==> src/rtl/glsd_pkg.sv <==
// Shared types, widths, register indexes and the microcode program for the grid landmark detector.
// Depends on nothing; every other file in rtl refers to it by scoped names.
`timescale 1ns / 1ps
`default_nettype none

package glsd_pkg;

    // Field widths fixed by the interface.
    localparam int POS_BITS      = 32;
    localparam int TIME_BITS     = 48;
    localparam int SPACING_BITS  = 16;
    localparam int TOL_BITS      = 16;
    localparam int DEBOUNCE_BITS = 24;
    localparam int COLS_BITS     = 16;
    localparam int ID_BITS       = 32;
    localparam int CFG_DATA_BITS = 32;
    localparam int CFG_INDEX_BITS = 3;

    // Derived datapath widths.
    localparam int REL_BITS   = POS_BITS + 1;          // pos - origin, exact
    localparam int NUM_BITS   = POS_BITS + 2;          // 2|rel| + s
    localparam int DIV_BITS   = SPACING_BITS + 1;      // 2s, and the remainder
    localparam int RESID_BITS = SPACING_BITS + 1;      // signed residual per axis
    localparam int SQ_BITS    = 2 * TOL_BITS + 1;      // squared distances
    localparam int PROD_BITS  = SQ_BITS;               // kept product bits
    localparam int MUL_A_BITS = ID_BITS + 1;
    localparam int MUL_B_BITS = RESID_BITS;
    localparam int DIV_STEPS  = NUM_BITS;              // one quotient bit per step
    localparam int STEP_BITS  = $clog2(DIV_STEPS + 1);
    localparam int PC_BITS    = 4;

    typedef struct packed {
        logic                       paused;
        logic                       pose_valid;
        logic signed [POS_BITS-1:0] pos_x;
        logic signed [POS_BITS-1:0] pos_y;
        logic [TIME_BITS-1:0]       now_us;
    } item_t;

    typedef struct packed {
        logic signed [ID_BITS-1:0] mark_id;
        logic signed [ID_BITS-1:0] index_x;
        logic signed [ID_BITS-1:0] index_y;
    } result_t;

    typedef enum logic [CFG_INDEX_BITS-1:0] {
        REG_GRID_SPACING  = 3'd0,
        REG_TOLERANCE     = 3'd1,
        REG_DEBOUNCE_TIME = 3'd2,
        REG_ORIGIN_X      = 3'd3,
        REG_ORIGIN_Y      = 3'd4,
        REG_GRID_COLUMNS  = 3'd5
    } reg_index_t;

    localparam logic [SPACING_BITS-1:0]  RESET_SPACING  = 16'd819;
    localparam logic [TOL_BITS-1:0]      RESET_TOL      = 16'd51;
    localparam logic [DEBOUNCE_BITS-1:0] RESET_DEBOUNCE = 24'd5000;
    localparam logic [COLS_BITS-1:0]     RESET_COLS     = 16'd10000;

    // Datapath operation selected by a control word.
    typedef enum logic [3:0] {
        OP_NONE,
        OP_LOAD,
        OP_PREP,
        OP_DIV,
        OP_SQX,
        OP_SQY,
        OP_SUM,
        OP_CMP,
        OP_ID,
        OP_EMIT
    } op_t;

    // Jump condition of a control word; a true condition loads the target.
    typedef enum logic [2:0] {
        C_NEVER,
        C_ALWAYS,
        C_NO_ITEM,
        C_IGNORE,
        C_DIV_MORE,
        C_FAR,
        C_SUPPRESS,
        C_OUT_BUSY
    } cond_t;

    typedef logic [PC_BITS-1:0] pc_t;

    typedef struct packed {
        logic  take_item;
        op_t   op;
        cond_t cond;
        pc_t   target;
    } ctl_t;

    typedef struct packed {
        logic item_accept;
        logic ignore;
        logic div_more;
        logic far;
        logic suppress;
        logic out_busy;
    } status_t;

    // Program addresses.
    localparam pc_t PC_WAIT  = 4'd0;
    localparam pc_t PC_CHECK = 4'd1;
    localparam pc_t PC_PREP  = 4'd2;
    localparam pc_t PC_DIV   = 4'd3;
    localparam pc_t PC_SQX   = 4'd4;
    localparam pc_t PC_SQY   = 4'd5;
    localparam pc_t PC_SUM   = 4'd6;
    localparam pc_t PC_CMP   = 4'd7;
    localparam pc_t PC_ID    = 4'd8;
    localparam pc_t PC_DEB   = 4'd9;
    localparam pc_t PC_EMIT  = 4'd10;
    localparam pc_t PC_RET   = 4'd11;

    // The microcode store: one control word per step.
    function automatic ctl_t ucode(input pc_t pc);
        ctl_t w;
        w = '{take_item: 1'b0, op: OP_NONE, cond: C_ALWAYS, target: PC_WAIT};
        unique case (pc)
            PC_WAIT:  w = '{take_item: 1'b1, op: OP_LOAD, cond: C_NO_ITEM,  target: PC_WAIT};
            PC_CHECK: w = '{take_item: 1'b0, op: OP_NONE, cond: C_IGNORE,   target: PC_WAIT};
            PC_PREP:  w = '{take_item: 1'b0, op: OP_PREP, cond: C_NEVER,    target: PC_WAIT};
            PC_DIV:   w = '{take_item: 1'b0, op: OP_DIV,  cond: C_DIV_MORE, target: PC_DIV};
            PC_SQX:   w = '{take_item: 1'b0, op: OP_SQX,  cond: C_NEVER,    target: PC_WAIT};
            PC_SQY:   w = '{take_item: 1'b0, op: OP_SQY,  cond: C_NEVER,    target: PC_WAIT};
            PC_SUM:   w = '{take_item: 1'b0, op: OP_SUM,  cond: C_NEVER,    target: PC_WAIT};
            PC_CMP:   w = '{take_item: 1'b0, op: OP_CMP,  cond: C_FAR,      target: PC_WAIT};
            PC_ID:    w = '{take_item: 1'b0, op: OP_ID,   cond: C_NEVER,    target: PC_WAIT};
            PC_DEB:   w = '{take_item: 1'b0, op: OP_NONE, cond: C_SUPPRESS, target: PC_WAIT};
            PC_EMIT:  w = '{take_item: 1'b0, op: OP_EMIT, cond: C_OUT_BUSY, target: PC_EMIT};
            PC_RET:   w = '{take_item: 1'b0, op: OP_NONE, cond: C_ALWAYS,   target: PC_WAIT};
            default:  w = '{take_item: 1'b0, op: OP_NONE, cond: C_ALWAYS,   target: PC_WAIT};
        endcase
        return w;
    endfunction

endpackage

`default_nettype wire

==> src/rtl/glsd_div.sv <==
// One lane of the restoring divider: one quotient bit per step, quotient shifted into the dividend.
// Depends on glsd_pkg for the widths.
`timescale 1ns / 1ps
`default_nettype none

module glsd_div (
    input  wire logic                              clk,
    input  wire logic                              load,
    input  wire logic                              step,
    input  wire logic [glsd_pkg::NUM_BITS-1:0]     dividend,
    input  wire logic [glsd_pkg::DIV_BITS-1:0]     divisor,
    output logic      [glsd_pkg::NUM_BITS-1:0]     quot,
    output logic      [glsd_pkg::DIV_BITS-1:0]     rem
);

    logic [glsd_pkg::NUM_BITS-1:0] num_reg, num_next;
    logic [glsd_pkg::DIV_BITS-1:0] rem_reg, rem_next;
    logic [glsd_pkg::DIV_BITS-1:0] dsr_reg, dsr_next;
    logic [glsd_pkg::DIV_BITS:0]   shifted;
    logic [glsd_pkg::DIV_BITS:0]   trial;

    always_comb
    begin
        shifted  = {rem_reg, num_reg[glsd_pkg::NUM_BITS-1]};
        trial    = shifted - {1'b0, dsr_reg};
        num_next = num_reg;
        rem_next = rem_reg;
        dsr_next = dsr_reg;
        if (load)
        begin
            num_next = dividend;
            rem_next = '0;
            dsr_next = divisor;
        end
        else if (step)
        begin
            // The remainder stays below the divisor, so a clear borrow means a quotient one.
            if (!trial[glsd_pkg::DIV_BITS])
            begin
                rem_next = trial[glsd_pkg::DIV_BITS-1:0];
                num_next = {num_reg[glsd_pkg::NUM_BITS-2:0], 1'b1};
            end
            else
            begin
                rem_next = shifted[glsd_pkg::DIV_BITS-1:0];
                num_next = {num_reg[glsd_pkg::NUM_BITS-2:0], 1'b0};
            end
        end
    end

    always_ff @(posedge clk)
    begin
        num_reg <= num_next;
        rem_reg <= rem_next;
        dsr_reg <= dsr_next;
    end

    assign quot = num_reg;
    assign rem  = rem_reg;

endmodule

`default_nettype wire

==> src/rtl/glsd_seq.sv <==
// Microcode sequencer: step counter, control store lookup and conditional jumps.
// Depends on glsd_pkg for the control word, status group and program.
`timescale 1ns / 1ps
`default_nettype none

module glsd_seq (
    input  wire logic              clk,
    input  wire logic              rst_n,
    input  wire glsd_pkg::status_t status,
    output glsd_pkg::ctl_t         ctl
);

    glsd_pkg::pc_t pc_reg, pc_next;
    logic          jump;

    always_comb
    begin
        ctl = glsd_pkg::ucode(pc_reg);
    end

    always_comb
    begin
        unique case (ctl.cond)
            glsd_pkg::C_NEVER:    jump = 1'b0;
            glsd_pkg::C_ALWAYS:   jump = 1'b1;
            glsd_pkg::C_NO_ITEM:  jump = !status.item_accept;
            glsd_pkg::C_IGNORE:   jump = status.ignore;
            glsd_pkg::C_DIV_MORE: jump = status.div_more;
            glsd_pkg::C_FAR:      jump = status.far;
            glsd_pkg::C_SUPPRESS: jump = status.suppress;
            glsd_pkg::C_OUT_BUSY: jump = status.out_busy;
            default:              jump = 1'b1;
        endcase
        pc_next = jump ? ctl.target : pc_reg + glsd_pkg::pc_t'(1);
    end

    always_ff @(posedge clk or negedge rst_n)
    begin
        if (!rst_n)
        begin
            pc_reg <= glsd_pkg::PC_WAIT;
        end
        else
        begin
            pc_reg <= pc_next;
        end
    end

endmodule

`default_nettype wire

==> src/rtl/grid_landmark_detector_top.sv <==
// Grid landmark detector: snaps positions to a grid, tests the residual radius and debounces ids.
// An accepted word's result is offered once the output register is free; the division is bit-serial,
// both axes in parallel lanes. A new input word is taken only once the previous one is emitted or
// dropped as paused, invalid, far from a mark or debounced.
// Reset (rst_n, asynchronous, active low) restores the register defaults, clears the over-mark
// flag, sets the last id to all ones and the last emit time to zero; no clearing pass is needed.
`timescale 1ns / 1ps
`default_nettype none

module grid_landmark_detector_top (
    input  wire logic                                 clk,
    input  wire logic                                 rst_n,
    // Input words.
    input  wire logic                                 item_valid,
    output logic                                      item_ready,
    input  wire glsd_pkg::item_t                      item,
    // Result words.
    output logic                                      result_valid,
    input  wire logic                                 result_ready,
    output glsd_pkg::result_t                         result,
    // Configuration writes.
    input  wire logic                                 cfg_valid,
    output logic                                      cfg_ready,
    input  wire logic [glsd_pkg::CFG_INDEX_BITS-1:0]  cfg_index,
    input  wire logic [glsd_pkg::CFG_DATA_BITS-1:0]   cfg_data
);

    // Configuration registers.
    logic [glsd_pkg::SPACING_BITS-1:0]  spacing_reg;
    logic [glsd_pkg::TOL_BITS-1:0]      tol_reg;
    logic [glsd_pkg::DEBOUNCE_BITS-1:0] debounce_reg;
    logic signed [glsd_pkg::POS_BITS-1:0] origin_x_reg;
    logic signed [glsd_pkg::POS_BITS-1:0] origin_y_reg;
    logic [glsd_pkg::COLS_BITS-1:0]     cols_reg;

    // Detector state.
    logic                               over_mark_reg, over_mark_next;
    logic [glsd_pkg::ID_BITS-1:0]       last_id_reg, last_id_next;
    logic [glsd_pkg::TIME_BITS-1:0]     last_time_reg, last_time_next;
    logic                               out_valid_reg, out_valid_next;
    logic [glsd_pkg::STEP_BITS-1:0]     cnt_reg, cnt_next;

    // Working registers for the word in flight.
    logic                               ignore_reg, ignore_next;
    logic signed [glsd_pkg::REL_BITS-1:0] rel_x_reg, rel_x_next;
    logic signed [glsd_pkg::REL_BITS-1:0] rel_y_reg, rel_y_next;
    logic [glsd_pkg::TIME_BITS-1:0]     now_reg, now_next;
    logic [glsd_pkg::SPACING_BITS-1:0]  s_reg, s_next;
    logic [glsd_pkg::ID_BITS-1:0]       ix_reg, ix_next;
    logic [glsd_pkg::ID_BITS-1:0]       iy_reg, iy_next;
    logic [glsd_pkg::SQ_BITS-1:0]       acc_reg, acc_next;
    logic [glsd_pkg::PROD_BITS-1:0]     prod_reg, prod_next;
    logic [glsd_pkg::ID_BITS-1:0]       id_reg, id_next;
    glsd_pkg::result_t                  result_reg, result_next;

    // Sequencer handshake.
    glsd_pkg::ctl_t                     ctl;
    glsd_pkg::status_t                  status;
    logic                               item_accept;
    logic                               emit;

    // Divider lanes.
    logic                               div_load, div_step;
    logic [glsd_pkg::SPACING_BITS-1:0]  s_eff;
    logic [glsd_pkg::NUM_BITS-1:0]      rel2_x, rel2_y, s_wide;
    logic [glsd_pkg::NUM_BITS-1:0]      dividend_x, dividend_y;
    logic [glsd_pkg::DIV_BITS-1:0]      divisor;
    logic [glsd_pkg::NUM_BITS-1:0]      quot_x, quot_y;
    logic [glsd_pkg::DIV_BITS-1:0]      rem_x, rem_y;

    // Residuals, the shared multiplier and the debounce test.
    logic [glsd_pkg::DIV_BITS:0]        diff_x, diff_y;
    logic signed [glsd_pkg::RESID_BITS-1:0] dx, dy;
    logic signed [glsd_pkg::MUL_A_BITS-1:0] mul_a;
    logic signed [glsd_pkg::MUL_B_BITS-1:0] mul_b;
    logic signed [glsd_pkg::MUL_A_BITS+glsd_pkg::MUL_B_BITS-1:0] mul_p;
    logic [glsd_pkg::TIME_BITS:0]       elapsed;
    logic                               too_soon;

    assign cfg_ready    = 1'b1;
    assign item_ready   = ctl.take_item;
    assign item_accept  = item_valid && item_ready;
    assign result_valid = out_valid_reg;
    assign result       = result_reg;

    // Configuration registers take a write in any cycle; indexes past the list are dropped.
    always_ff @(posedge clk or negedge rst_n)
    begin
        if (!rst_n)
        begin
            spacing_reg  <= glsd_pkg::RESET_SPACING;
            tol_reg      <= glsd_pkg::RESET_TOL;
            debounce_reg <= glsd_pkg::RESET_DEBOUNCE;
            origin_x_reg <= '0;
            origin_y_reg <= '0;
            cols_reg     <= glsd_pkg::RESET_COLS;
        end
        else if (cfg_valid && cfg_ready)
        begin
            unique case (glsd_pkg::reg_index_t'(cfg_index))
                glsd_pkg::REG_GRID_SPACING:
                    spacing_reg <= cfg_data[glsd_pkg::SPACING_BITS-1:0];
                glsd_pkg::REG_TOLERANCE:
                    tol_reg <= cfg_data[glsd_pkg::TOL_BITS-1:0];
                glsd_pkg::REG_DEBOUNCE_TIME:
                    debounce_reg <= cfg_data[glsd_pkg::DEBOUNCE_BITS-1:0];
                glsd_pkg::REG_ORIGIN_X:
                    origin_x_reg <= cfg_data[glsd_pkg::POS_BITS-1:0];
                glsd_pkg::REG_ORIGIN_Y:
                    origin_y_reg <= cfg_data[glsd_pkg::POS_BITS-1:0];
                glsd_pkg::REG_GRID_COLUMNS:
                    cols_reg <= cfg_data[glsd_pkg::COLS_BITS-1:0];
                default:
                begin
                end
            endcase
        end
    end

    glsd_seq u_seq (
        .clk    (clk),
        .rst_n  (rst_n),
        .status (status),
        .ctl    (ctl)
    );

    // A spacing of zero behaves as a spacing of one. The dividend is 2|rel| + s, formed
    // directly from the sign so that only one adder sits in the path.
    always_comb
    begin
        s_eff      = (spacing_reg == '0) ? glsd_pkg::SPACING_BITS'(1) : spacing_reg;
        s_wide     = glsd_pkg::NUM_BITS'(s_eff);
        rel2_x     = {rel_x_reg, 1'b0};
        rel2_y     = {rel_y_reg, 1'b0};
        dividend_x = rel_x_reg[glsd_pkg::REL_BITS-1] ? s_wide - rel2_x : s_wide + rel2_x;
        dividend_y = rel_y_reg[glsd_pkg::REL_BITS-1] ? s_wide - rel2_y : s_wide + rel2_y;
        divisor    = {s_eff, 1'b0};
        div_load   = (ctl.op == glsd_pkg::OP_PREP);
        div_step   = (ctl.op == glsd_pkg::OP_DIV);
    end

    glsd_div u_div_x (
        .clk      (clk),
        .load     (div_load),
        .step     (div_step),
        .dividend (dividend_x),
        .divisor  (divisor),
        .quot     (quot_x),
        .rem      (rem_x)
    );

    glsd_div u_div_y (
        .clk      (clk),
        .load     (div_load),
        .step     (div_step),
        .dividend (dividend_y),
        .divisor  (divisor),
        .quot     (quot_y),
        .rem      (rem_y)
    );

    // With r the remainder of (2|rel| + s) / 2s, the residual magnitude is (r - s) / 2, and r - s
    // is always even. The residual's sign does not matter since it is only squared.
    always_comb
    begin
        diff_x = {1'b0, rem_x} - (glsd_pkg::DIV_BITS + 1)'(s_reg);
        diff_y = {1'b0, rem_y} - (glsd_pkg::DIV_BITS + 1)'(s_reg);
        dx     = diff_x[glsd_pkg::DIV_BITS:1];
        dy     = diff_y[glsd_pkg::DIV_BITS:1];
    end

    // One shared multiplier: both squares, the squared tolerance, then row times columns.
    always_comb
    begin
        mul_a = '0;
        mul_b = '0;
        case (ctl.op)
            glsd_pkg::OP_SQX:
            begin
                mul_a = glsd_pkg::MUL_A_BITS'(dx);
                mul_b = dx;
            end
            glsd_pkg::OP_SQY:
            begin
                mul_a = glsd_pkg::MUL_A_BITS'(dy);
                mul_b = dy;
            end
            glsd_pkg::OP_SUM:
            begin
                mul_a = glsd_pkg::MUL_A_BITS'(tol_reg);
                mul_b = glsd_pkg::MUL_B_BITS'(tol_reg);
            end
            glsd_pkg::OP_CMP:
            begin
                mul_a = glsd_pkg::MUL_A_BITS'(iy_reg);
                mul_b = glsd_pkg::MUL_B_BITS'(cols_reg);
            end
            default:
            begin
            end
        endcase
        mul_p = mul_a * mul_b;
    end

    // Time running backwards counts as no time elapsed.
    always_comb
    begin
        elapsed = {1'b0, now_reg} - {1'b0, last_time_reg};
        if (elapsed[glsd_pkg::TIME_BITS])
        begin
            too_soon = (debounce_reg != '0);
        end
        else
        begin
            too_soon = elapsed[glsd_pkg::TIME_BITS-1:0] < glsd_pkg::TIME_BITS'(debounce_reg);
        end
    end

    always_comb
    begin
        status.item_accept = item_accept;
        status.ignore      = ignore_reg;
        status.div_more    = (cnt_reg != glsd_pkg::STEP_BITS'(1));
        status.far         = (acc_reg > prod_reg);
        status.suppress    = over_mark_reg && (id_reg == last_id_reg) && too_soon;
        status.out_busy    = out_valid_reg && !result_ready;
        emit               = (ctl.op == glsd_pkg::OP_EMIT) && !status.out_busy;
    end

    // Datapath next values, steered by the current control word.
    always_comb
    begin
        over_mark_next = over_mark_reg;
        last_id_next   = last_id_reg;
        last_time_next = last_time_reg;
        cnt_next       = cnt_reg;
        ignore_next    = ignore_reg;
        rel_x_next     = rel_x_reg;
        rel_y_next     = rel_y_reg;
        now_next       = now_reg;
        s_next         = s_reg;
        ix_next        = ix_reg;
        iy_next        = iy_reg;
        acc_next       = acc_reg;
        prod_next      = mul_p[glsd_pkg::PROD_BITS-1:0];
        id_next        = id_reg;
        result_next    = result_reg;
        out_valid_next = out_valid_reg && !result_ready;

        case (ctl.op)
            glsd_pkg::OP_LOAD:
            begin
                if (item_accept)
                begin
                    ignore_next = item.paused || !item.pose_valid;
                    rel_x_next  = {item.pos_x[glsd_pkg::POS_BITS-1], item.pos_x}
                                - {origin_x_reg[glsd_pkg::POS_BITS-1], origin_x_reg};
                    rel_y_next  = {item.pos_y[glsd_pkg::POS_BITS-1], item.pos_y}
                                - {origin_y_reg[glsd_pkg::POS_BITS-1], origin_y_reg};
                    now_next    = item.now_us;
                end
            end
            glsd_pkg::OP_PREP:
            begin
                s_next   = s_eff;
                cnt_next = glsd_pkg::STEP_BITS'(glsd_pkg::DIV_STEPS);
            end
            glsd_pkg::OP_DIV:
            begin
                cnt_next = cnt_reg - glsd_pkg::STEP_BITS'(1);
            end
            glsd_pkg::OP_SQX:
            begin
                // Indices wrap to the id width; the residual already used the exact quotient.
                ix_next = rel_x_reg[glsd_pkg::REL_BITS-1]
                        ? -quot_x[glsd_pkg::ID_BITS-1:0] : quot_x[glsd_pkg::ID_BITS-1:0];
                iy_next = rel_y_reg[glsd_pkg::REL_BITS-1]
                        ? -quot_y[glsd_pkg::ID_BITS-1:0] : quot_y[glsd_pkg::ID_BITS-1:0];
            end
            glsd_pkg::OP_SQY:
            begin
                acc_next = prod_reg;
            end
            glsd_pkg::OP_SUM:
            begin
                acc_next = acc_reg + prod_reg;
            end
            glsd_pkg::OP_CMP:
            begin
                if (status.far)
                begin
                    over_mark_next = 1'b0;
                end
            end
            glsd_pkg::OP_ID:
            begin
                id_next = prod_reg[glsd_pkg::ID_BITS-1:0] + ix_reg;
            end
            glsd_pkg::OP_EMIT:
            begin
                if (emit)
                begin
                    result_next.mark_id = id_reg;
                    result_next.index_x = ix_reg;
                    result_next.index_y = iy_reg;
                    out_valid_next      = 1'b1;
                    last_id_next        = id_reg;
                    last_time_next      = now_reg;
                    over_mark_next      = 1'b1;
                end
            end
            default:
            begin
            end
        endcase
    end

    always_ff @(posedge clk or negedge rst_n)
    begin
        if (!rst_n)
        begin
            over_mark_reg <= 1'b0;
            last_id_reg   <= '1;
            last_time_reg <= '0;
            out_valid_reg <= 1'b0;
            cnt_reg       <= '0;
            ignore_reg    <= 1'b1;
        end
        else
        begin
            over_mark_reg <= over_mark_next;
            last_id_reg   <= last_id_next;
            last_time_reg <= last_time_next;
            out_valid_reg <= out_valid_next;
            cnt_reg       <= cnt_next;
            ignore_reg    <= ignore_next;
        end
    end

    // Payload registers carry no reset.
    always_ff @(posedge clk)
    begin
        rel_x_reg  <= rel_x_next;
        rel_y_reg  <= rel_y_next;
        now_reg    <= now_next;
        s_reg      <= s_next;
        ix_reg     <= ix_next;
        iy_reg     <= iy_next;
        acc_reg    <= acc_next;
        prod_reg   <= prod_next;
        id_reg     <= id_next;
        result_reg <= result_next;
    end

endmodule

`default_nettype wire
==> config.mk <==
export PLATFORM = sky130hd
export DESIGN_NAME = grid_landmark_detector_top
export DESIGN_NICKNAME = d
export VERILOG_FILES = /design/src/rtl/glsd_pkg.sv /design/src/rtl/glsd_div.sv /design/src/rtl/glsd_seq.sv /design/src/rtl/grid_landmark_detector_top.sv
export SDC_FILE = /design/constraint.sdc
export NUM_CORES = 2
export LEC_CHECK = 0
export BUFFER_PORTS_ARGS = -buffer_cell sky130_fd_sc_hd__buf_2
export CAP_MARGIN = 5
export CORE_MARGIN = 4
export CORE_UTILIZATION = 25
export DETAILED_ROUTE_END_ITERATION = 10
export PLACE_DENSITY = 0.4
export SLEW_MARGIN = 20
export SYNTH_ARGS = -nofsm -noshare
export SYNTH_HDL_FRONTEND = slang
export SYNTH_HIERARCHICAL = 1
export SYNTH_SLANG_ARGS = --single-unit
==> constraint.sdc <==
create_clock -name clk -period 13.54 [get_ports clk]
set_input_delay 2.708 -clock clk [delete_from_list [all_inputs] [get_ports clk]]
set_output_delay 2.708 -clock clk [all_outputs]
set_load 0.005 [all_outputs]
==> results.toml <==
[setup_path]
worstPathArrival_ns = 11.42
cp-start-kind = "flip-flop"
crit_required_ns = 14.14
cp-startpoint = "u_seq/pc_reg[0]$_DFF_PN0_"
end_kind = "flip-flop"
crit_top_cell = "fa_1"
critPathSlowestCell = "a21boi_1"
cp_slowest_stage_delay_ns = 0.76
r2r_start = "u_seq/pc_reg[0]$_DFF_PN0_"
cp_max_fo = 41
crit_type = "flip-flop to flip-flop"

[routing]
dr.pass1.iters = 7
drt_iter0_drc = 2411
via_per_inst = 4.602
avgRoutedWirePerCell_um = 20.61
drtAntennaViolNets = 0
vias = 42387
finalWirelength_um = 189800
drc = 0

[grt]
first_global_vias = 43255
grt_pass1_wl_um = 282100
grt_max_degree = 113
antenna_found_initial = 25
grt_usage_pct = 15.76
grt_overflow = 0

[power]
p_leak_nw = 27.08
intPower_mw = 7.418
total_power_mw = 13.03
p_sw_mw = 5.613
clkPwrFrac_pct = 19.6
p_comb_share_pct = 50.0
pwr-share-seq_pct = 30.4
power.density_nw_per_um2 = 199.0
ir_drop_mv = 0.1087
swShare_pct = 43.07

[cells_and_area]
final_area_um2 = 65480
final_nets = 7042
fillerInstances = 24178
drive_gt1_share_pct = 11.69
area_growth_pct = 13.87
largest_register_ffs = 96
finish.utilization_pct = 28.70

[clocking]
cts.repair.resized = 0
clk_pin_slew_ns = 0.06
clkLatencyLatePin_ns = 0.74
htreeDepth = 3
root_buffer = "clkbuf_16"
cts_hold_buf = 0
cts_tree = "yes"
cts.sinks = 753
numCtsBuffers = 96
postCtsSetupBuffers = 0
clk_path_buf_depth = 3

[place]
io_buffers = 251
dp_hpwl_um = 151500
place.gp.congestion = 0.8586
place_area_um2 = 62300

[sta]
setup_viol_count_final = 0
setup_tns_ns = 0
fin_crit_sh_pct = 79.89
slew_viol_final = 0
final-hold-violation-count = 0
fmax_mhz = 92.44
slew_headroom_pct = 23.20
worst_pin_slew_ns = 1.152
period_minus_slack_ns = 10.82
skew_ns = 0.03419
rsz0062_at_grt = "no"

[die]
io_pins = 253
dieHeight_um = 487.6
rows = 175
start_util_pct = 25.20
dieArea_um2 = 237800
die_w_um = 487.6
coreArea_um2 = 228200

[yosys]
ys_warn_count = 6
synth_cells = 5885
synth_area_um2 = 57510
syn_area_per_cell_um2 = 9.771

[run_status]
status = "finished clean"

[worst_hold_path]
hold_path_startpoint = "last_id_reg[8]$_DFFE_PN1P_"
hold_class = "flip-flop to flip-flop"

[job]
maxCapViolations = 0
-- per-layer routing --
layer / wire [um] / vias to the layer above / part of all wire (%) / track usage [%]
met5: 53 / - / 0.028 / 0
met4: 5636 / 10 / 3.0 / 4.448
met3: 7204 / 252 / 3.8 / 2.343
met2: 88930 / 807 / 47 / 26.43
met1: 87970 / 20743 / 46 / 21.07
li1: - / 20575 / - / -
-- power by group through the flow --
stage / Sequential [mW] / Clock, mW / Combinational, mW
4_1_cts: 3.99 / 2.65 / 6.58
2_1_floorplan: 3.71 / 0 / 4.88
6_report: 3.97 / 2.55 / 6.51
3_5_place_dp: 4.03 / 0 / 6.54
3_3_place_gp: 4.02 / 0 / 6.52
5_1_grt: 4.05 / 2.73 / 7.32
-- layout by cell type, fill, tap and decap left out, types with 82 or more instances in the layout --
| cell type | count |
|---|---|
| xor2_1 | 114 |
| dfrtp_1 | 176 |
| a21oi_1 | 301 |
| fa_1 | 345 |
| mux2_2 | 148 |
| inv_1 | 719 |
| nand2b_1 | 82 |
| buf_2 | 250 |
| nor2_1 | 487 |
| xnor2_1 | 317 |
| clkbuf_16 | 99 |
| a21o_1 | 90 |
| nand2_1 | 629 |
| ha_1 | 436 |
| nor3_1 | 101 |
| edfxtp_1 | 457 |
| o21ai_0 | 292 |
-- area by class of cell --
cell class              count  area [um2]  share of cell area [%]
flip-flops and latches    753       20860                   31.86
clock inverters            50       412.9                  0.6306
multi-input cells        4228       33270                   50.81
diodes                     10       25.02                 0.03822
well taps                3009        3765                   5.749
clock buffers             132        2741                   4.186
repair buffers            305        1684                   2.572
inverters                 723        2723                   4.158
-- path summary, 6_finish.rpt --
| check | end | slack (ns) | cells past startpoint |
|---|---|---|---|
| max in group asynchronous | over_mark_reg$_DFFE_PN0P_ | 9.48 | 3 |
| max | prod_reg[32]$_DFF_P_ | 2.72 | 35 |
| min | last_id_reg[8]$_DFFE_PN1P_ | 0.46 | 2 |
| max reg2reg | prod_reg[32]$_DFF_P_ | 2.72 | 35 |
| min reg2reg | last_id_reg[8]$_DFFE_PN1P_ | 0.46 | 2 |
| min in group asynchronous | last_time_reg[35]$_DFFE_PN0P_ | 1.96 | 1 |
-- worst max-delay path: cells and delay by family, from the launching register on --
family / cells / cell delay, ns
xor gates and xnor gates: 1 / 0.38
adders and majority gates: 8 / 3.42
AOI/OAI and AO/OA: 11 / 3.42
and+or+nand+nor: 6 / 1.17
buffers and inverters: 8 / 1.73
DFF: 1 / 0.49
muxes: 1 / 0.08
-- per-stage QoR --
step           hold slack, ns  std cells  setup slack (ns)
6_report               0.4612       9210             2.723
5_1_grt                0.4753       9203             1.846
4_1_cts                0.4660       9200             2.524
3_5_place_dp           0.4560       9018             2.538
3_3_place_gp           0.4523       9018             2.775
2_1_floorplan          0.4208       5886             3.057
Note: power is estimated with default switching activity, not from simulation.
